**src/sv/vscf_pkg.sv**
```systemverilog
// package with the types, codes and constants of the safety command block
package vscf_pkg;

    localparam int Channels = 8;
    localparam int ChW = (Channels > 1) ? $clog2(Channels) : 1;

    localparam logic [2:0] MODE_DISARMED = 3'd0;
    localparam logic [2:0] MODE_IDLE     = 3'd1;
    localparam logic [2:0] MODE_ACTIVE   = 3'd2;
    localparam logic [2:0] MODE_MANUAL   = 3'd3;
    localparam logic [2:0] MODE_COMMLOST = 3'd4;
    localparam logic [2:0] MODE_ESTOP    = 3'd5;

    localparam logic [1:0] KIND_ACK    = 2'd0;
    localparam logic [1:0] KIND_NACK   = 2'd1;
    localparam logic [1:0] KIND_HB     = 2'd2;
    localparam logic [1:0] KIND_STATUS = 2'd3;

    localparam logic [3:0] RSN_UNSUPPORTED = 4'd0;
    localparam logic [3:0] RSN_BAD_LEN     = 4'd1;
    localparam logic [3:0] RSN_BAD_STATE   = 4'd2;
    localparam logic [3:0] RSN_ESTOP       = 4'd3;
    localparam logic [3:0] RSN_NOT_ARMED   = 4'd4;
    localparam logic [3:0] RSN_BAD_CHANNEL = 4'd5;
    localparam logic [3:0] RSN_INVALID     = 4'd6;
    localparam logic [3:0] RSN_BAD_PWM     = 4'd7;
    localparam logic [3:0] RSN_BUSY        = 4'd8;

    localparam logic [4:0] CMD_NOP        = 5'd0;
    localparam logic [4:0] CMD_HEARTBEAT  = 5'd1;
    localparam logic [4:0] CMD_ARM        = 5'd2;
    localparam logic [4:0] CMD_DISARM     = 5'd3;
    localparam logic [4:0] CMD_ESTOP      = 5'd4;
    localparam logic [4:0] CMD_RESET_ESTOP = 5'd5;
    localparam logic [4:0] CMD_ENTER_MAN  = 5'd6;
    localparam logic [4:0] CMD_EXIT_MAN   = 5'd7;
    localparam logic [4:0] CMD_SET_PWM    = 5'd8;
    localparam logic [4:0] CMD_NEUTRAL    = 5'd9;
    localparam logic [4:0] CMD_FLOAT_ON   = 5'd10;
    localparam logic [4:0] CMD_FLOAT_OFF  = 5'd11;
    localparam logic [4:0] CMD_ANGLE_ON   = 5'd12;
    localparam logic [4:0] CMD_ANGLE_OFF  = 5'd13;
    localparam logic [4:0] CMD_DEPTH      = 5'd14;
    localparam logic [4:0] CMD_YAW        = 5'd15;
    localparam logic [4:0] CMD_MOTION     = 5'd16;
    localparam logic [4:0] CMD_BODY       = 5'd17;
    localparam logic [4:0] CMD_BODY_ON    = 5'd18;
    localparam logic [4:0] CMD_BODY_OFF   = 5'd19;
    localparam logic [4:0] CMD_TUNING     = 5'd20;
    localparam logic [4:0] CMD_STATUS     = 5'd21;
    localparam logic [4:0] CMD_SENSOR     = 5'd22;
    localparam logic [4:0] CMD_TUNE_REQ   = 5'd23;

    localparam logic [1:0] CFG_PWM_MIN = 2'd0;
    localparam logic [1:0] CFG_PWM_MAX = 2'd1;
    localparam logic [1:0] CFG_DEF_TMO = 2'd2;
    localparam logic [1:0] CFG_NEUTRAL = 2'd3;

    localparam logic [5:0] EN_CTL    = 6'h01;
    localparam logic [5:0] EN_FLOAT  = 6'h02;
    localparam logic [5:0] EN_ANGLE  = 6'h04;
    localparam logic [5:0] EN_MANUAL = 6'h08;
    localparam logic [5:0] EN_BODY   = 6'h20;

    localparam logic [1:0] NR_NONE    = 2'd0;
    localparam logic [1:0] NR_COMMAND = 2'd1;
    localparam logic [1:0] NR_DISARM  = 2'd2;
    localparam logic [1:0] NR_ESTOP   = 2'd3;

    localparam logic [7:0] NO_CHANNEL = 8'hFF;
    localparam int QDepth = 2;

    typedef struct packed {
        logic [4:0]  req_type;
        logic [15:0] sequence_req;
        logic [31:0] now_ms;
        logic        payload_ok;
        logic        value_ok;
        logic [7:0]  pwm_channel;
        logic [7:0]  pwm_reserved;
        logic signed [15:0] pwm_us;
        logic [15:0] pwm_timeout_ms;
        logic [7:0]  motion_code;
        logic [15:0] hb_window_ms;
    } req_t;

    typedef struct packed {
        logic [1:0]  kind;
        logic [15:0] echo_sequence;
        logic [4:0]  nack_type;
        logic [3:0]  nack_reason;
        logic [2:0]  safety_mode;
        logic [5:0]  flags;
        logic [7:0]  test_chan;
        logic [15:0] nack_total;
        logic        state_changed;
    } rsp_t;

    // classified command passed from the front to the back
    typedef struct packed {
        logic [4:0]  req_type;
        logic [15:0] sequence_req;
        logic [31:0] now_ms;
        logic        drop;
        logic        pre_nack;
        logic [3:0]  pre_reason;
        logic        val_ok;
        logic        motion_ok;
        logic [7:0]  ch;
        logic [15:0] pwm_raw;
        logic [10:0] tmo;
        logic [15:0] hbt;
    } cmd_t;

endpackage

```
**src/sv/vscf_if.sv**
```systemverilog
// valid/ready channel carrying one word of a given type
interface vscf_if #(parameter type word_t = logic) (input logic clk);
    logic  valid;
    logic  ready;
    word_t data;
    modport source (output valid, output data, input ready);
    modport sink (input valid, input data, output ready);
endinterface

```
**src/sv/vscf_front.sv**
```systemverilog
// front stage: stateless checks of type, length and payload ranges
module vscf_front (
    input  vscf_pkg::req_t    req,
    input  logic [15:0]       pwm_min_us,
    input  logic [15:0]       pwm_max_us,
    input  logic [10:0]       def_tmo,
    output vscf_pkg::cmd_t    cmd
);
    import vscf_pkg::*;

    logic signed [16:0] pw_s;
    logic [15:0] tmo_eff;

    always_comb
    begin
        pw_s = {req.pwm_us[15], req.pwm_us};
        tmo_eff = (req.pwm_timeout_ms == 16'd0) ? {5'd0, def_tmo} : req.pwm_timeout_ms;
        cmd = '0;
        cmd.req_type = req.req_type;
        cmd.sequence_req = req.sequence_req;
        cmd.now_ms = req.now_ms;
        cmd.val_ok = req.value_ok;
        cmd.motion_ok = (req.motion_code <= 8'd7);
        cmd.ch = req.pwm_channel;
        cmd.pwm_raw = req.pwm_us;
        cmd.tmo = tmo_eff[10:0];
        cmd.hbt = req.hb_window_ms;
        if (req.req_type > CMD_TUNE_REQ)
        begin
            cmd.pre_nack = 1'b1;
            cmd.pre_reason = RSN_UNSUPPORTED;
        end
        else if (!req.payload_ok)
        begin
            cmd.pre_nack = 1'b1;
            cmd.pre_reason = RSN_BAD_LEN;
        end
        else if (req.req_type == CMD_SENSOR || req.req_type == CMD_TUNE_REQ)
        begin
            cmd.drop = 1'b1;
        end
        else if (req.req_type == CMD_HEARTBEAT &&
                 (req.hb_window_ms < 16'd200 || req.hb_window_ms > 16'd5000))
        begin
            cmd.pre_nack = 1'b1;
            cmd.pre_reason = RSN_INVALID;
        end
        else if (req.req_type == CMD_SET_PWM)
        begin
            if (req.pwm_channel >= 8'(Channels))
            begin
                cmd.pre_nack = 1'b1;
                cmd.pre_reason = RSN_BAD_CHANNEL;
            end
            else if (req.pwm_reserved != 8'd0)
            begin
                cmd.pre_nack = 1'b1;
                cmd.pre_reason = RSN_INVALID;
            end
            else if (pw_s < $signed({1'b0, pwm_min_us}) || pw_s > $signed({1'b0, pwm_max_us}))
            begin
                cmd.pre_nack = 1'b1;
                cmd.pre_reason = RSN_BAD_PWM;
            end
            else if (tmo_eff < 16'd200 || tmo_eff > 16'd2000)
            begin
                cmd.pre_nack = 1'b1;
                cmd.pre_reason = RSN_INVALID;
            end
        end
        else if ((req.req_type == CMD_DEPTH || req.req_type == CMD_YAW ||
                  req.req_type == CMD_TUNING) && !req.value_ok)
        begin
            cmd.pre_nack = 1'b1;
            cmd.pre_reason = RSN_INVALID;
        end
    end
endmodule

```
**src/sv/vscf_queue.sv**
```systemverilog
// short queue between the front and back stages
module vscf_queue (
    input  logic           clk,
    input  logic           rst_n,
    input  logic           in_valid,
    output logic           in_ready,
    input  vscf_pkg::cmd_t in_data,
    output logic           out_valid,
    input  logic           out_ready,
    output vscf_pkg::cmd_t out_data
);
    import vscf_pkg::*;

    cmd_t mem_reg [QDepth];
    logic wr_ptr_reg, rd_ptr_reg;
    logic [1:0] count_reg;
    logic push, pop;

    assign in_ready = (count_reg != 2'(QDepth));
    assign out_valid = (count_reg != 2'd0);
    assign out_data = mem_reg[rd_ptr_reg];
    assign push = in_valid && in_ready;
    assign pop = out_valid && out_ready;

    always_ff @(posedge clk)
    begin
        if (push)
        begin
            mem_reg[wr_ptr_reg] <= in_data;
        end
    end

    always_ff @(posedge clk or negedge rst_n)
    begin
        if (!rst_n)
        begin
            wr_ptr_reg <= 1'b0;
            rd_ptr_reg <= 1'b0;
            count_reg <= 2'd0;
        end
        else
        begin
            if (push)
            begin
                wr_ptr_reg <= ~wr_ptr_reg;
            end
            if (pop)
            begin
                rd_ptr_reg <= ~rd_ptr_reg;
            end
            count_reg <= count_reg + 2'(push) - 2'(pop);
        end
    end
endmodule

```
**src/sv/vscf_back.sv**
```systemverilog
// back stage: applies commands to the safety state and registers the result
module vscf_back (
    input  logic           clk,
    input  logic           rst_n,
    input  logic           in_valid,
    output logic           in_ready,
    input  vscf_pkg::cmd_t cmd,
    input  logic [15:0]    neutral_us,
    output logic           out_valid,
    input  logic           out_ready,
    output vscf_pkg::rsp_t rsp
);
    import vscf_pkg::*;

    logic [2:0]  mode_reg, mode_next;
    logic        est_reg, est_next;
    logic [5:0]  en_reg, en_next;
    logic        bcv_reg, bcv_next;
    logic [15:0] pulse_reg [Channels];
    logic [7:0]  tch_reg, tch_next;
    logic [31:0] tdl_reg, tdl_next;
    logic [1:0]  nr_reg, nr_next;
    logic [15:0] err_reg, err_next;
    logic [15:0] hbt_reg, hbt_next;
    logic [31:0] hbl_reg, hbl_next;
    logic [31:0] mca_reg, mca_next;
    logic        neut;
    logic        pulse_wr;
    logic        nack;
    logic [3:0]  rsn;
    logic [1:0]  kind;
    logic        ovalid_reg;
    rsp_t        rsp_reg, rsp_next;
    logic        fire;
    logic        ok;

    assign in_ready = !ovalid_reg || out_ready;
    assign fire = in_valid && in_ready;
    assign out_valid = ovalid_reg;
    assign rsp = rsp_reg;

    always_comb
    begin
        mode_next = mode_reg;
        est_next = est_reg;
        en_next = en_reg;
        bcv_next = bcv_reg;
        tch_next = tch_reg;
        tdl_next = tdl_reg;
        nr_next = nr_reg;
        err_next = err_reg;
        hbt_next = hbt_reg;
        hbl_next = hbl_reg;
        neut = 1'b0;
        pulse_wr = 1'b0;
        nack = cmd.pre_nack;
        rsn = cmd.pre_reason;
        kind = KIND_ACK;
        ok = 1'b0;
        if (cmd.pre_nack)
        begin
            if (cmd.pre_reason == RSN_BAD_LEN &&
                (cmd.req_type == CMD_MOTION || cmd.req_type == CMD_BODY))
            begin
                neut = 1'b1;
                nr_next = est_reg ? NR_ESTOP : NR_COMMAND;
                en_next = en_reg & ~(EN_CTL | EN_FLOAT | EN_ANGLE);
                if (!est_reg && mode_reg == MODE_ACTIVE)
                begin
                    mode_next = MODE_IDLE;
                end
            end
        end
        else
        begin
            unique case (cmd.req_type)
                CMD_HEARTBEAT:
                begin
                    hbt_next = cmd.hbt;
                    hbl_next = cmd.now_ms;
                    if (mode_reg == MODE_COMMLOST)
                    begin
                        mode_next = MODE_DISARMED;
                    end
                    kind = KIND_HB;
                end
                CMD_ARM:
                begin
                    if (est_reg || mode_reg == MODE_ESTOP)
                    begin
                        nack = 1'b1;
                        rsn = RSN_ESTOP;
                    end
                    else if (mode_reg == MODE_DISARMED || mode_reg == MODE_COMMLOST)
                    begin
                        en_next = en_reg & ~(EN_CTL | EN_FLOAT | EN_ANGLE);
                        neut = 1'b1;
                        nr_next = NR_NONE;
                        mode_next = MODE_IDLE;
                    end
                    else
                    begin
                        nack = 1'b1;
                        rsn = RSN_BAD_STATE;
                    end
                end
                CMD_DISARM:
                begin
                    en_next = en_reg & ~(EN_CTL | EN_FLOAT | EN_ANGLE);
                    neut = 1'b1;
                    nr_next = est_reg ? NR_ESTOP : NR_DISARM;
                    mode_next = est_reg ? MODE_ESTOP : MODE_DISARMED;
                end
                CMD_ESTOP:
                begin
                    en_next = en_reg & ~(EN_CTL | EN_FLOAT | EN_ANGLE);
                    est_next = 1'b1;
                    neut = 1'b1;
                    nr_next = NR_ESTOP;
                    mode_next = MODE_ESTOP;
                end
                CMD_RESET_ESTOP:
                begin
                    if (est_reg && mode_reg == MODE_ESTOP)
                    begin
                        est_next = 1'b0;
                        neut = 1'b1;
                        nr_next = NR_DISARM;
                        mode_next = MODE_DISARMED;
                    end
                    else
                    begin
                        nack = 1'b1;
                        rsn = RSN_BAD_STATE;
                    end
                end
                CMD_ENTER_MAN:
                begin
                    if (!est_reg && mode_reg == MODE_IDLE)
                    begin
                        en_next = en_reg & ~(EN_CTL | EN_FLOAT | EN_ANGLE);
                        neut = 1'b1;
                        nr_next = NR_NONE;
                        mode_next = MODE_MANUAL;
                    end
                    else
                    begin
                        nack = 1'b1;
                        rsn = RSN_BAD_STATE;
                    end
                end
                CMD_EXIT_MAN:
                begin
                    if (mode_reg == MODE_MANUAL)
                    begin
                        neut = 1'b1;
                        nr_next = NR_COMMAND;
                        mode_next = MODE_IDLE;
                    end
                    else
                    begin
                        nack = 1'b1;
                        rsn = RSN_BAD_STATE;
                    end
                end
                CMD_SET_PWM:
                begin
                    if (est_reg)
                    begin
                        nack = 1'b1;
                        rsn = RSN_ESTOP;
                    end
                    else if (mode_reg != MODE_MANUAL)
                    begin
                        nack = 1'b1;
                        rsn = RSN_NOT_ARMED;
                    end
                    else if (tch_reg != NO_CHANNEL && tch_reg != cmd.ch)
                    begin
                        nack = 1'b1;
                        rsn = RSN_BUSY;
                    end
                    else
                    begin
                        tch_next = cmd.ch;
                        tdl_next = cmd.now_ms + {21'd0, cmd.tmo};
                        pulse_wr = 1'b1;
                        en_next = en_reg | EN_MANUAL;
                        nr_next = NR_NONE;
                    end
                end
                CMD_NEUTRAL:
                begin
                    en_next = en_reg & ~(EN_CTL | EN_FLOAT | EN_ANGLE);
                    neut = 1'b1;
                    nr_next = est_reg ? NR_ESTOP : NR_COMMAND;
                    if (!est_reg && (mode_reg == MODE_MANUAL || mode_reg == MODE_ACTIVE))
                    begin
                        mode_next = MODE_IDLE;
                    end
                end
                CMD_FLOAT_ON:
                begin
                    if (!est_reg && (mode_reg == MODE_IDLE || mode_reg == MODE_ACTIVE))
                    begin
                        en_next = (en_reg | EN_FLOAT | EN_CTL) & ~EN_MANUAL;
                        tch_next = NO_CHANNEL;
                        bcv_next = 1'b0;
                        nr_next = NR_NONE;
                        mode_next = MODE_ACTIVE;
                    end
                    else
                    begin
                        nack = 1'b1;
                        rsn = RSN_BAD_STATE;
                    end
                end
                CMD_FLOAT_OFF, CMD_ANGLE_OFF:
                begin
                    if (mode_reg == MODE_ACTIVE)
                    begin
                        if (cmd.req_type == CMD_FLOAT_OFF)
                        begin
                            en_next = en_reg & ~EN_FLOAT;
                            bcv_next = 1'b0;
                            ok = (en_reg & (EN_ANGLE | EN_BODY)) == 6'd0;
                        end
                        else
                        begin
                            en_next = en_reg & ~EN_ANGLE;
                            ok = (en_reg & (EN_FLOAT | EN_BODY)) == 6'd0;
                        end
                        if (ok)
                        begin
                            en_next = en_next & ~EN_CTL;
                            neut = 1'b1;
                            nr_next = NR_COMMAND;
                            mode_next = MODE_IDLE;
                        end
                    end
                    else
                    begin
                        nack = 1'b1;
                        rsn = RSN_BAD_STATE;
                    end
                end
                CMD_ANGLE_ON:
                begin
                    if (!est_reg && (mode_reg == MODE_IDLE || mode_reg == MODE_ACTIVE))
                    begin
                        en_next = en_reg | EN_ANGLE | EN_CTL;
                        nr_next = NR_NONE;
                        mode_next = MODE_ACTIVE;
                    end
                    else
                    begin
                        nack = 1'b1;
                        rsn = RSN_BAD_STATE;
                    end
                end
                CMD_DEPTH:
                begin
                    if (!(mode_reg == MODE_ACTIVE && (en_reg & (EN_BODY | EN_FLOAT)) != 6'd0
                          && !est_reg))
                    begin
                        nack = 1'b1;
                        rsn = RSN_BAD_STATE;
                    end
                end
                CMD_YAW:
                begin
                    if (mode_reg == MODE_ACTIVE && !est_reg)
                    begin
                        en_next = en_reg | EN_ANGLE | EN_CTL;
                    end
                    else
                    begin
                        nack = 1'b1;
                        rsn = RSN_BAD_STATE;
                    end
                end
                CMD_MOTION, CMD_BODY:
                begin
                    if (cmd.req_type == CMD_MOTION)
                    begin
                        ok = mode_reg == MODE_ACTIVE && en_reg[0] &&
                             (en_reg & (EN_FLOAT | EN_BODY)) != 6'd0 && !est_reg;
                    end
                    else
                    begin
                        ok = mode_reg == MODE_ACTIVE && en_reg[5] && en_reg[0] && !est_reg;
                    end
                    if ((cmd.req_type == CMD_MOTION) ? !cmd.motion_ok : !cmd.val_ok)
                    begin
                        nack = 1'b1;
                        rsn = RSN_INVALID;
                        ok = 1'b0;
                    end
                    else if (!ok)
                    begin
                        nack = 1'b1;
                        rsn = RSN_BAD_STATE;
                    end
                    if (ok)
                    begin
                        bcv_next = 1'b1;
                        nr_next = NR_NONE;
                    end
                    else
                    begin
                        neut = 1'b1;
                        nr_next = est_reg ? NR_ESTOP : NR_COMMAND;
                        en_next = en_reg & ~(EN_CTL | EN_FLOAT | EN_ANGLE);
                        if (!est_reg && mode_reg == MODE_ACTIVE)
                        begin
                            mode_next = MODE_IDLE;
                        end
                    end
                end
                CMD_BODY_ON:
                begin
                    if (!est_reg && mode_reg == MODE_IDLE)
                    begin
                        en_next = (en_reg | EN_CTL | EN_BODY) & ~(EN_FLOAT | EN_ANGLE);
                        bcv_next = 1'b0;
                        nr_next = NR_NONE;
                        mode_next = MODE_ACTIVE;
                    end
                    else
                    begin
                        nack = 1'b1;
                        rsn = est_reg ? RSN_ESTOP : RSN_BAD_STATE;
                    end
                end
                CMD_BODY_OFF:
                begin
                    if (mode_reg == MODE_ACTIVE && en_reg[5])
                    begin
                        en_next = en_reg & ~(EN_CTL | EN_FLOAT | EN_ANGLE | EN_BODY);
                        bcv_next = 1'b0;
                        nr_next = NR_COMMAND;
                        mode_next = MODE_IDLE;
                    end
                    else
                    begin
                        nack = 1'b1;
                        rsn = RSN_BAD_STATE;
                    end
                end
                CMD_TUNING:
                begin
                    if (est_reg || !(mode_reg == MODE_DISARMED || mode_reg == MODE_IDLE))
                    begin
                        nack = 1'b1;
                        rsn = est_reg ? RSN_ESTOP : RSN_BAD_STATE;
                    end
                end
                CMD_STATUS:
                begin
                    kind = KIND_STATUS;
                end
                default:
                begin
                end
            endcase
        end
        if (neut)
        begin
            bcv_next = 1'b0;
            en_next = en_next & ~(EN_MANUAL | EN_BODY);
            tch_next = NO_CHANNEL;
        end
        if (nack)
        begin
            kind = KIND_NACK;
            if (err_reg != 16'hFFFF)
            begin
                err_next = err_reg + 16'd1;
            end
        end
        mca_next = (mode_next != mode_reg) ? cmd.now_ms : mca_reg;
        rsp_next.kind = kind;
        rsp_next.echo_sequence = cmd.sequence_req;
        rsp_next.nack_type = nack ? cmd.req_type : 5'd0;
        rsp_next.nack_reason = nack ? rsn : RSN_UNSUPPORTED;
        rsp_next.safety_mode = mode_next;
        rsp_next.flags = (en_next & 6'h2F) | (est_next ? 6'h10 : 6'h00);
        rsp_next.test_chan = tch_next;
        rsp_next.nack_total = err_next;
        rsp_next.state_changed = (mode_next != mode_reg);
    end

    always_ff @(posedge clk or negedge rst_n)
    begin
        if (!rst_n)
        begin
            for (int i = 0; i < Channels; i++)
            begin
                pulse_reg[i] <= 16'd1500;
            end
        end
        else if (fire && !cmd.drop)
        begin
            for (int i = 0; i < Channels; i++)
            begin
                if (neut)
                begin
                    pulse_reg[i] <= neutral_us;
                end
                else if (pulse_wr && cmd.ch[ChW-1:0] == ChW'(i))
                begin
                    pulse_reg[i] <= cmd.pwm_raw;
                end
            end
        end
    end

    always_ff @(posedge clk)
    begin
        if (fire && !cmd.drop)
        begin
            rsp_reg <= rsp_next;
        end
    end

    always_ff @(posedge clk or negedge rst_n)
    begin
        if (!rst_n)
        begin
            mode_reg <= MODE_DISARMED;
            est_reg <= 1'b0;
            en_reg <= 6'd0;
            bcv_reg <= 1'b0;
            tch_reg <= NO_CHANNEL;
            tdl_reg <= 32'd0;
            nr_reg <= NR_NONE;
            err_reg <= 16'd0;
            hbt_reg <= 16'd1000;
            hbl_reg <= 32'd0;
            mca_reg <= 32'd0;
            ovalid_reg <= 1'b0;
        end
        else
        begin
            if (out_ready)
            begin
                ovalid_reg <= 1'b0;
            end
            if (fire && !cmd.drop)
            begin
                mode_reg <= mode_next;
                est_reg <= est_next;
                en_reg <= en_next;
                bcv_reg <= bcv_next;
                tch_reg <= tch_next;
                tdl_reg <= tdl_next;
                nr_reg <= nr_next;
                err_reg <= err_next;
                hbt_reg <= hbt_next;
                hbl_reg <= hbl_next;
                mca_reg <= mca_next;
                ovalid_reg <= 1'b1;
            end
        end
    end
endmodule

```
**src/sv/vehicle_safety_command_fsm.sv**
```systemverilog
// top level of the vehicle safety command block
// channels: req (sink) takes one decoded command word, rsp (source) gives
// one answer word per command; sensor and tuning requests of valid length give no answer
// cfg_we/cfg_index/cfg_data write the pulse limits, default timeout and
// neutral pulse width; write only while no command is in flight
// the front stage checks type, length and payload ranges without state
// and writes a two-entry queue; the back stage applies the word to the
// safety state and loads the answer register
// the queue registers an accepted command, then the back stage loads the answer register
// throughput: one command per cycle while the receiver takes every answer
// a stalled rsp holds the answer; the queue absorbs two more commands,
// after which req ready drops until the receiver takes the answer
// reset: mode disarmed, latches and flags clear, no active channel,
// error count zero, every channel pulse at 1500 us, registers at
// 1100, 1900, 1000 and 1500
module vehicle_safety_command_fsm (
    input  logic        clk,
    input  logic        rst_n,
    vscf_if.sink        req,
    vscf_if.source      rsp,
    input  logic        cfg_we,
    input  logic [1:0]  cfg_index,
    input  logic [15:0] cfg_data
);
    import vscf_pkg::*;

    logic [15:0] pwm_min_reg, pwm_max_reg, neutral_reg;
    logic [10:0] def_tmo_reg;
    cmd_t        front_cmd, q_cmd;
    logic        q_valid, q_ready;

    always_ff @(posedge clk or negedge rst_n)
    begin
        if (!rst_n)
        begin
            pwm_min_reg <= 16'd1100;
            pwm_max_reg <= 16'd1900;
            def_tmo_reg <= 11'd1000;
            neutral_reg <= 16'd1500;
        end
        else if (cfg_we)
        begin
            unique case (cfg_index)
                CFG_PWM_MIN: pwm_min_reg <= cfg_data;
                CFG_PWM_MAX: pwm_max_reg <= cfg_data;
                CFG_DEF_TMO: def_tmo_reg <= cfg_data[10:0];
                CFG_NEUTRAL: neutral_reg <= cfg_data;
                default: ;
            endcase
        end
    end

    vscf_front u_front (
        .req        (req.data),
        .pwm_min_us (pwm_min_reg),
        .pwm_max_us (pwm_max_reg),
        .def_tmo    (def_tmo_reg),
        .cmd        (front_cmd)
    );

    vscf_queue u_queue (
        .clk       (clk),
        .rst_n     (rst_n),
        .in_valid  (req.valid),
        .in_ready  (req.ready),
        .in_data   (front_cmd),
        .out_valid (q_valid),
        .out_ready (q_ready),
        .out_data  (q_cmd)
    );

    vscf_back u_back (
        .clk        (clk),
        .rst_n      (rst_n),
        .in_valid   (q_valid),
        .in_ready   (q_ready),
        .cmd        (q_cmd),
        .neutral_us (neutral_reg),
        .out_valid  (rsp.valid),
        .out_ready  (rsp.ready),
        .rsp        (rsp.data)
    );
endmodule

```
**src/flat_wrapper.sv**
```systemverilog
// flat-port wrapper written by rule: the top's interface ports become plain ports
module vehicle_safety_command_fsm_flat import vscf_pkg::*;
  (clk, rst_n, cfg_we, cfg_index, cfg_data, req_valid, req_data, req_ready, rsp_valid, rsp_data, rsp_ready);
  vscf_if #(.word_t(req_t)) req_i (.clk(clk));
  vscf_if #(.word_t(rsp_t)) rsp_i (.clk(clk));
  input  logic clk;
  input  logic rst_n;
  input  logic cfg_we;
  input  logic [1:0] cfg_index;
  input  logic [15:0] cfg_data;
  input wire logic [$bits(req_i.valid)-1:0] req_valid;
  input wire logic [$bits(req_i.data)-1:0] req_data;
  output wire logic [$bits(req_i.ready)-1:0] req_ready;
  output wire logic [$bits(rsp_i.valid)-1:0] rsp_valid;
  output wire logic [$bits(rsp_i.data)-1:0] rsp_data;
  input wire logic [$bits(rsp_i.ready)-1:0] rsp_ready;
  assign req_i.valid = req_valid;
  assign req_i.data = req_data;
  assign req_ready = req_i.ready;
  assign rsp_valid = rsp_i.valid;
  assign rsp_data = rsp_i.data;
  assign rsp_i.ready = rsp_ready;
  vehicle_safety_command_fsm u_core (.clk(clk), .rst_n(rst_n), .req(req_i), .rsp(rsp_i), .cfg_we(cfg_we), .cfg_index(cfg_index), .cfg_data(cfg_data));
endmodule
```
**config.mk**
```make
export PLATFORM = sky130hd
export DESIGN_NAME = vehicle_safety_command_fsm_flat
export DESIGN_NICKNAME = d
export VERILOG_FILES = /design/src/sv/vscf_pkg.sv /design/src/sv/vscf_if.sv /design/src/sv/vscf_front.sv /design/src/sv/vscf_queue.sv /design/src/sv/vscf_back.sv /design/src/sv/vehicle_safety_command_fsm.sv /design/src/flat_wrapper.sv
export SDC_FILE = /design/constraint.sdc
export NUM_CORES = 1
export LEC_CHECK = 0
export ABC_AREA = 1
export BUFFER_PORTS_ARGS = -buffer_cell sky130_fd_sc_hd__buf_2
export CAP_MARGIN = 5
export CORE_ASPECT_RATIO = 1.4
export CORE_MARGIN = 2
export CORE_UTILIZATION = 45
export DETAILED_ROUTE_END_ITERATION = 16
export PLACE_DENSITY = 0.66
export REMOVE_ABC_BUFFERS = 1
export SLEW_MARGIN = 40
export SYNTH_ARGS = -nofsm -noshare
export SYNTH_HDL_FRONTEND = slang
export SYNTH_SLANG_ARGS = --single-unit
```
**constraint.sdc**
```tcl
create_clock -name clk -period 7 [get_ports clk]
set_input_delay 0.7 -clock clk [delete_from_list [all_inputs] [get_ports clk]]
set_output_delay 0.7 -clock clk [all_outputs]
set_load 0.1 [all_outputs]
```
Word-level counts from Yosys, hierarchy flattened

Memories as Yosys holds them, arrays and structs flattened.
Cells that the tools add are included.

Equal/unequal tests: 42
Shift operators: 0
$lt $le $gt $ge: 9
Bitwise gates (word level): 3
Multiply operators: 0
Divide/modulo/power cells: 0
Mux-type cells: 130
Reduce and logical (&&, ||, !) cells: 59
Add/sub/neg operators: 3

Operators by type and width:

| cell                                                                          | count |
|---|---|
| 4-bit two-way mux                                                             | 22 |
| 3-bit two-way mux                                                             | 26 |
| 6-bit one-hot mux with 11 select lines                                        | 1 |
| 5-bit by 4-bit == test with 1-bit output, second input constant               | 11 |
| 5-bit two-way mux                                                             | 11 |
| 4-bit one-hot mux with 13 select lines                                        | 1 |
| 1-bit two-way mux                                                             | 50 |
| 16-bit two-way mux                                                            | 3 |
| 8-bit two-way mux                                                             | 6 |
| 5-bit == test, second input constant                                          | 9 |
| 3-bit one-hot mux with 13 select lines                                        | 1 |
| 16-bit by 8-bit less-than comparator with 1-bit output, second input constant | 2 |
| 6-bit two-way mux                                                             | 4 |
| 5-bit by 3-bit == test with 1-bit output, second input constant               | 4 |
| 1-bit logical AND                                                             | 20 |
| 16-bit by 17-bit > comparator with 1-bit output                               | 1 |
| 16-bit by 17-bit less-than comparator with 1-bit output                       | 1 |
| 16-bit by 1-bit adder with 16-bit output, second input constant               | 1 |
| 16-bit by 11-bit > comparator with 1-bit output, second input constant        | 1 |
| 16-bit by 13-bit > comparator with 1-bit output, second input constant        | 1 |
| 16-bit logical NOT                                                            | 1 |
| 16-bit inequality test, second input constant                                 | 1 |
| 8-bit one-hot mux with 2 select lines                                         | 1 |
| 1-bit logical OR                                                              | 14 |
| other kinds (34)                                                              | 53 |

Output and inout port bits: 63
Bits in latches: 0
Register bits after elaboration: 143
Memories kept: 1
Input port bits: 150
RAM bits: 224
ROM bits: 0
Word-level logic and storage cells: 269

Memory list:

| memory                 | words | bits a word | read ports | clocked after Yosys merged registers in | wr ports | RTL line         | RTL |
|---|---|---|---|---|---|---|---|
| u_core.u_queue.mem_reg | 2     | 112         | 1          | 0                                       | 1        | vscf_queue.sv:14 | `cmd_t mem_reg [QDepth];` |

Depth between registers and ports, before layout

Depth after elaboration: 15
Depth in mapped cells: 19
Depth with buffers taken out: 18

Cells and area by module

Synthesis repeated with hierarchy kept, for this count alone.

Cell total of the unflattened synthesis: 2,025
Area total of the unflattened synthesis: 18,893.1 sq um

By module, submodules not included:

| module                     | sequential area each (sq um) | cells each | instances | area an instance (sq um) |
|---|---|---|---|---|
| vscf_queue                 | 6,826.5                      | 617        | 1         | 8,403.1 |
| vscf_back                  | 2,692.6                      | 761        | 1         | 5,716.7 |
| vehicle_safety_command_fsm | 1,506.4                      | 264        | 1         | 2,484.9 |
| vscf_front                 | 0.0                          | 383        | 1         | 2,288.4 |

Least setup slack after synthesis

OpenSTA, ideal clock, no wires.

Kind: flip-flop to flip-flop
Start: register u_core.u_queue.count_reg[1]
End: memory u_core.u_queue.mem_reg[1][100] in the netlist's numbering (enable)
Cell stages (with the launch flop): 4
Clock period less this slack: 3,308 ps
Data required time: 6,569 ps
Buffers on the path: 0
Library setup time: 431 ps
Data arrival time: 2,877 ps
Path slack: 3,692 ps
Path through: dfrtp_1 nand2_1 nand2_1 nor2_1

Word-level cells in the longest chain between the ends: 4

RTL lines:

| element                                 | RTL line           | RTL |
|---|---|---|
| from (decl)                             | vscf_queue.sv:16   | `logic [1:0] count_reg;` |
| from (signal assigned)                  | vscf_queue.sv:51   | `count_reg <= count_reg + 2'(push) - 2'(pop);` |
| 2-bit inequality test                   | vscf_queue.sv:19   | `assign in_ready = (count_reg != 2'(QDepth));` |
| net req_ready                           | flat_wrapper.sv:13 | `output wire logic [$bits(req_i.ready)-1:0] req_ready;` |
| 1-bit logical AND                       | vscf_queue.sv:22   | `assign push = in_valid && in_ready;` |
| 1-bit two-way mux                       | vscf_queue.sv:27   | `if (push)` |
| 1-bit two-way mux (implied by the code) | vscf_queue.sv:29   | `mem_reg[wr_ptr_reg] <= in_data;` |
| to (decl)                               | vscf_queue.sv:14   |  |

The timed path passes the listed nets, and every way through them passes these cells.

Worst setup path in the final report

Start: register u_core.u_back.mode_reg[1]
End: register u_core.u_back.rsp_reg, in the netlist u_core.u_back.rsp[59] (data pin)

Word-level cells in the longest chain between the ends: 11
Elaborated cells between the ends (all ways): 45
Those cells by class: 6 x eq/ne; 20 x mux; 19 x reduce/logical

RTL lines:

| element                                     | RTL line                                             | RTL |
|---|---|---|
| from (decl)                                 | vscf_back.sv:15                                      | `logic [2:0] mode_reg, mode_next;` |
| from (signal assigned)                      | vscf_back.sv:451                                     | `mode_reg <= mode_next;` |
| 3-bit by 2-bit == test with 1-bit output    | -                                                    |  |
| 1-bit logical AND, on equally long branches | vscf_back.sv:291, vscf_back.sv:337, vscf_back.sv:286 |  |
| 1-bit logical AND, on equally long branches | vscf_back.sv:291, vscf_back.sv:286                   |  |
| 1-bit logical AND, on equally long branches | vscf_back.sv:291, vscf_back.sv:287                   |  |
| 1-bit two-way mux                           | vscf_back.sv:284                                     | `if (cmd.req_type == CMD_MOTION)` |
| 1-bit two-way mux                           | vscf_back.sv:76                                      | `unique case (cmd.req_type)` |
| 1-bit two-way mux                           | vscf_back.sv:60                                      | `if (cmd.pre_nack)` |
| 1-bit two-way mux                           | vscf_back.sv:299                                     | `else if (!ok)` |
| 1-bit two-way mux                           | vscf_back.sv:293                                     | `if ((cmd.req_type == CMD_MOTION) ? !cmd.motion_ok : !cmd.val_ok)` |
| 1-bit one-hot mux with 12 select lines *    | vscf_back.sv:76                                      |  |
| 1-bit two-way mux *                         | vscf_back.sv:60                                      |  |
| to (signal assigned)                        | vscf_back.sv:422                                     | `rsp_reg <= rsp_next;` |
| to (decl)                                   | vscf_back.sv:33                                      | `rsp_t rsp_reg, rsp_next;` |

Mark *: on every way between the ends. The rest lies on a longest branch, timed or not. The select of a mux whose other input is x is not followed.
A chain may end at the register's enable or synchronous reset.

==> impl_results.md <==
- Initial antenna violation count: 1
- EDFF count, synth: 133
- Pwr Density: 489 mW/mm2
- Max cap viols: 0
- IO Count: 213
- 1st-pass router iterations: 6
- Critical path arrival: 3.87 ns
- Depth of the CTS H-tree: 1
- Final ANT Viol Nets: 0
- Setup TNS: 0 ns
- GPL Wtd Cong: 1.01
- Utilization after layout: 53.5%
- Reg-to-reg slack, setup: 3.39 ns
- Crit path launch type: flip-flop
- Worst VDD drop: 0.249 mV
- Grt ovf: 0
- Crit share post-route: 51.5%
- Crit-path max FO: 24
- Worst Tran Pin Value: 0.806 ns
- Achievable Freq: 0.277 GHz
- Hold WC Path Type: input pin to async pin
- Share of layout cells above drive strength 1: 21.8%
- Rel. slew slack: 46.3%
- # diodes: 0
- Max FFs per register: 72
- Status: finished, final reports clean
- WL final: 30.3 mm
- DRC viols: 0
- Final Critical Period: 3.61 ns
- Leak: 6.66 nW
- Post-synth design cell area: 0.0120 mm2
- Die area: 0.0280 mm2
- Nets: 1777
- Starting DRC count in detailed routing: 527
- Largest net degree at the start of global routing: 70
- Root Buffer: clkbuf_16
- Post-CTS Resized: 0
- Async SR Flop Fraction: 37.9%
- Die Span Y: 197 um
- Synth cell types: 54
- Global-route wire length before repair: 48.9 mm
- Yosys Warn Count: 0
- Initial core utilization: 45.8%
- Total track usage: 22.1%
- RSZ-0062 raised after global routing: no
- Number of global-route vias before repair: 9679
- Number of synthesized register bits: 214
- Rows: 70
- Worst Skew: 0.00677 ns
- Port Buffers: 177
- Critical Path RT: 7.26 ns
- Post-Syn Instances: 1419
- R2R cell count: 12
- Final Hold Vio Count: 0
- Crit path capture type: flip-flop
- Post-synthesis sequential area ratio: 50.5%
- Post-DP HPWL: 22.9 mm
- Postcts setup bufs: 0
- R2r endpoint: u_core.u_back.rsp[59]$_SDFFCE_PN1P_
- CTS tree: yes
- Max-slew violations: 0
- Via count: 9964
- Clk Latency, worst-skew pair: 0.52 ns
- Clock transition at path regs: 0.06 ns
- Worst r2r src: u_core.u_back.mode_reg[1]$_DFFE_PN0P_
- Type of the worst setup path: flip-flop to flip-flop
- CTS Buf Count: 22
- Core Box Area: 0.0262 mm2
- Drt wl/cell: 15.7 um
- Power Total: 0.00684 W
- Final setup viols: 0
- Area Growth Syn to Fin: 16.8%
- Post-Syn Area per Cell: 8.45 um2
- Hold Buf Count CTS: 0
- Maximum root-to-sink buffer count: 3
- Final hold slack: 0.147 ns
- Width of the die: 142 um
- Most used DFF post-synth: edfxtp_1
- FILL cells: 2401
- CTS sink count: 214
- Via density: 5.15
==> logic make-up after synthesis <==
logic type      count (synthesis)  share of synthesized area [%]
buf+inv                       206                           7.13
flops                         214                           50.5
fa+ha+maj                      34                           3.55
mux                             1                         0.0939
simple gates                  797                           30.9
xor+xnor                        9                          0.658
compound gates                158                           7.23
==> metrics by stage <==
step | cell area [um2] | setup slack [ns] | instances
floorplan | 11800 | -0.386 | 1383
global placement | 13100 | 3.42 | 1888
detailed placement | 13200 | 3.46 | 1893
CTS | 14000 | 3.42 | 1933
global route | 14000 | 3.23 | 1933
finish | 14000 | 3.39 | 1933
==> how the worst max path moves through the flow <==
| stage | start | to | slack [ns] | depth (start not counted) |
|---|---|---|---|---|
| floorplan | u_core.u_queue.rd_ptr_reg$_DFFE_PN0P_ | u_core.u_back.mode_reg[1]$_DFFE_PN0P_ | -0.39 | 6 |
| detailed placement | u_core.u_back.mode_reg[1]$_DFFE_PN0P_ | u_core.u_back.rsp[60]$_SDFFCE_PP0P_ | 3.46 | 11 |
| global route | u_core.u_back.mode_reg[1]$_DFFE_PN0P_ | u_core.u_back.rsp[59]$_SDFFCE_PN1P_ | 3.23 | 12 |
| finish | u_core.u_back.mode_reg[1]$_DFFE_PN0P_ | u_core.u_back.rsp[59]$_SDFFCE_PN1P_ | 3.39 | 12 |
| CTS | u_core.u_back.mode_reg[1]$_DFFE_PN0P_ | u_core.u_back.rsp[60]$_SDFFCE_PP0P_ | 3.42 | 11 |
| global placement | u_core.u_back.mode_reg[1]$_DFFE_PN0P_ | u_core.u_back.rsp[59]$_SDFFCE_PN1P_ | 3.42 | 12 |
==> synth_stat cells (3+ instances only) <==
master	number	area, um2
nand3_2	4	40.0
edfxtp_1	133	3990
o21ai_1	7	35.0
or2_2	6	37.5
nand3_1	85	425
nor3_2	3	30.0
o22ai_1	3	18.8
ha_1	34	425
nor4_1	7	43.8
clkbuf_1	16	60.1
nand3b_1	9	67.6
nand2_1	437	1640
nor2_4	4	45.0
o21ai_0	99	495
nand2_4	11	124
inv_1	160	601
buf_2	8	40.0
nand2_2	43	269
dfstp_2	25	657
nor3b_1	3	22.5
nand4_1	43	269
buf_6	7	78.8
nor2_1	101	379
o211ai_1	4	30.0
xnor2_1	3	26.3
dfrtp_1	56	1400
o21a_1	4	30.0
nor3_1	27	135
inv_2	8	30.0
xor2_1	6	52.6
nor2_2	5	31.3
a21oi_1	29	145
buf_4	3	22.5
==> area by class of cell <==
type                            count  area, um2  area share, %
Sequential cell                   214       6050           43.2
Tap cell                          324        405           2.90
Clock inverter                     12        165           1.18
Timing Repair Buffer              186       1010           7.18
Clock buffer                       28        616           4.40
Multi-Input combinational cell    999       5110           36.5
Inverter                          170        646           4.61
==> power by group <==
| group | switching [W] | total [W] | internal (W) | leakage, nW |
|---|---|---|---|---|
| Clock | 0.000491 | 0.00126 | 0.000771 | 0.382 |
| Combinational | 0.00285 | 0.00354 | 0.000691 | 4.02 |
| Sequential | 0.000162 | 0.00204 | 0.00188 | 2.25 |
| Total | 0.00350 | 0.00684 | 0.00334 | 6.66 |
==> layout by cell type (no fill, tap or decap), types with 7 or more instances in the layout <==
cell         n
inv_1      159
inv_2        9
a21oi_1     29
nand3b_1     9
nand2_4     11
nor2_4       7
nor2_1      98
dfrtp_1     56
nand2_2     45
nand2_1    435
edfxtp_1   133
clkbuf_16   24
buf_2      176
nor3_1      27
nor4_1       7
o21ai_0     99
nand3_1     85
dfstp_2     25
nand4_1     43
ha_1        34
==> layer usage <==
metal | wire length (um) | up-vias | global-route usage [%]
li1 | - | 5033 | -
met1 | 11600 | 4565 | 24.9
met2 | 16000 | 299 | 41.2
met3 | 1500 | 67 | 3.18
met4 | 1150 | 0 | 9.44
met5 | 0 | - | 0
==> critical path, stage by stage, from the launching register on <==
cell     delay, ns
dfrtp_1       0.49
inv_1         0.20
nand3_1       0.12
nor2_1        0.31
inv_1         0.25
nand2_1       0.48
inv_1         0.15
nand2_1       0.13
nand4_2       0.15
nor2_8        0.34
nand3_4       0.39
inv_1         0.24
nand2_1       0.08
No activity file was read; power rests on OpenSTA's default activity.
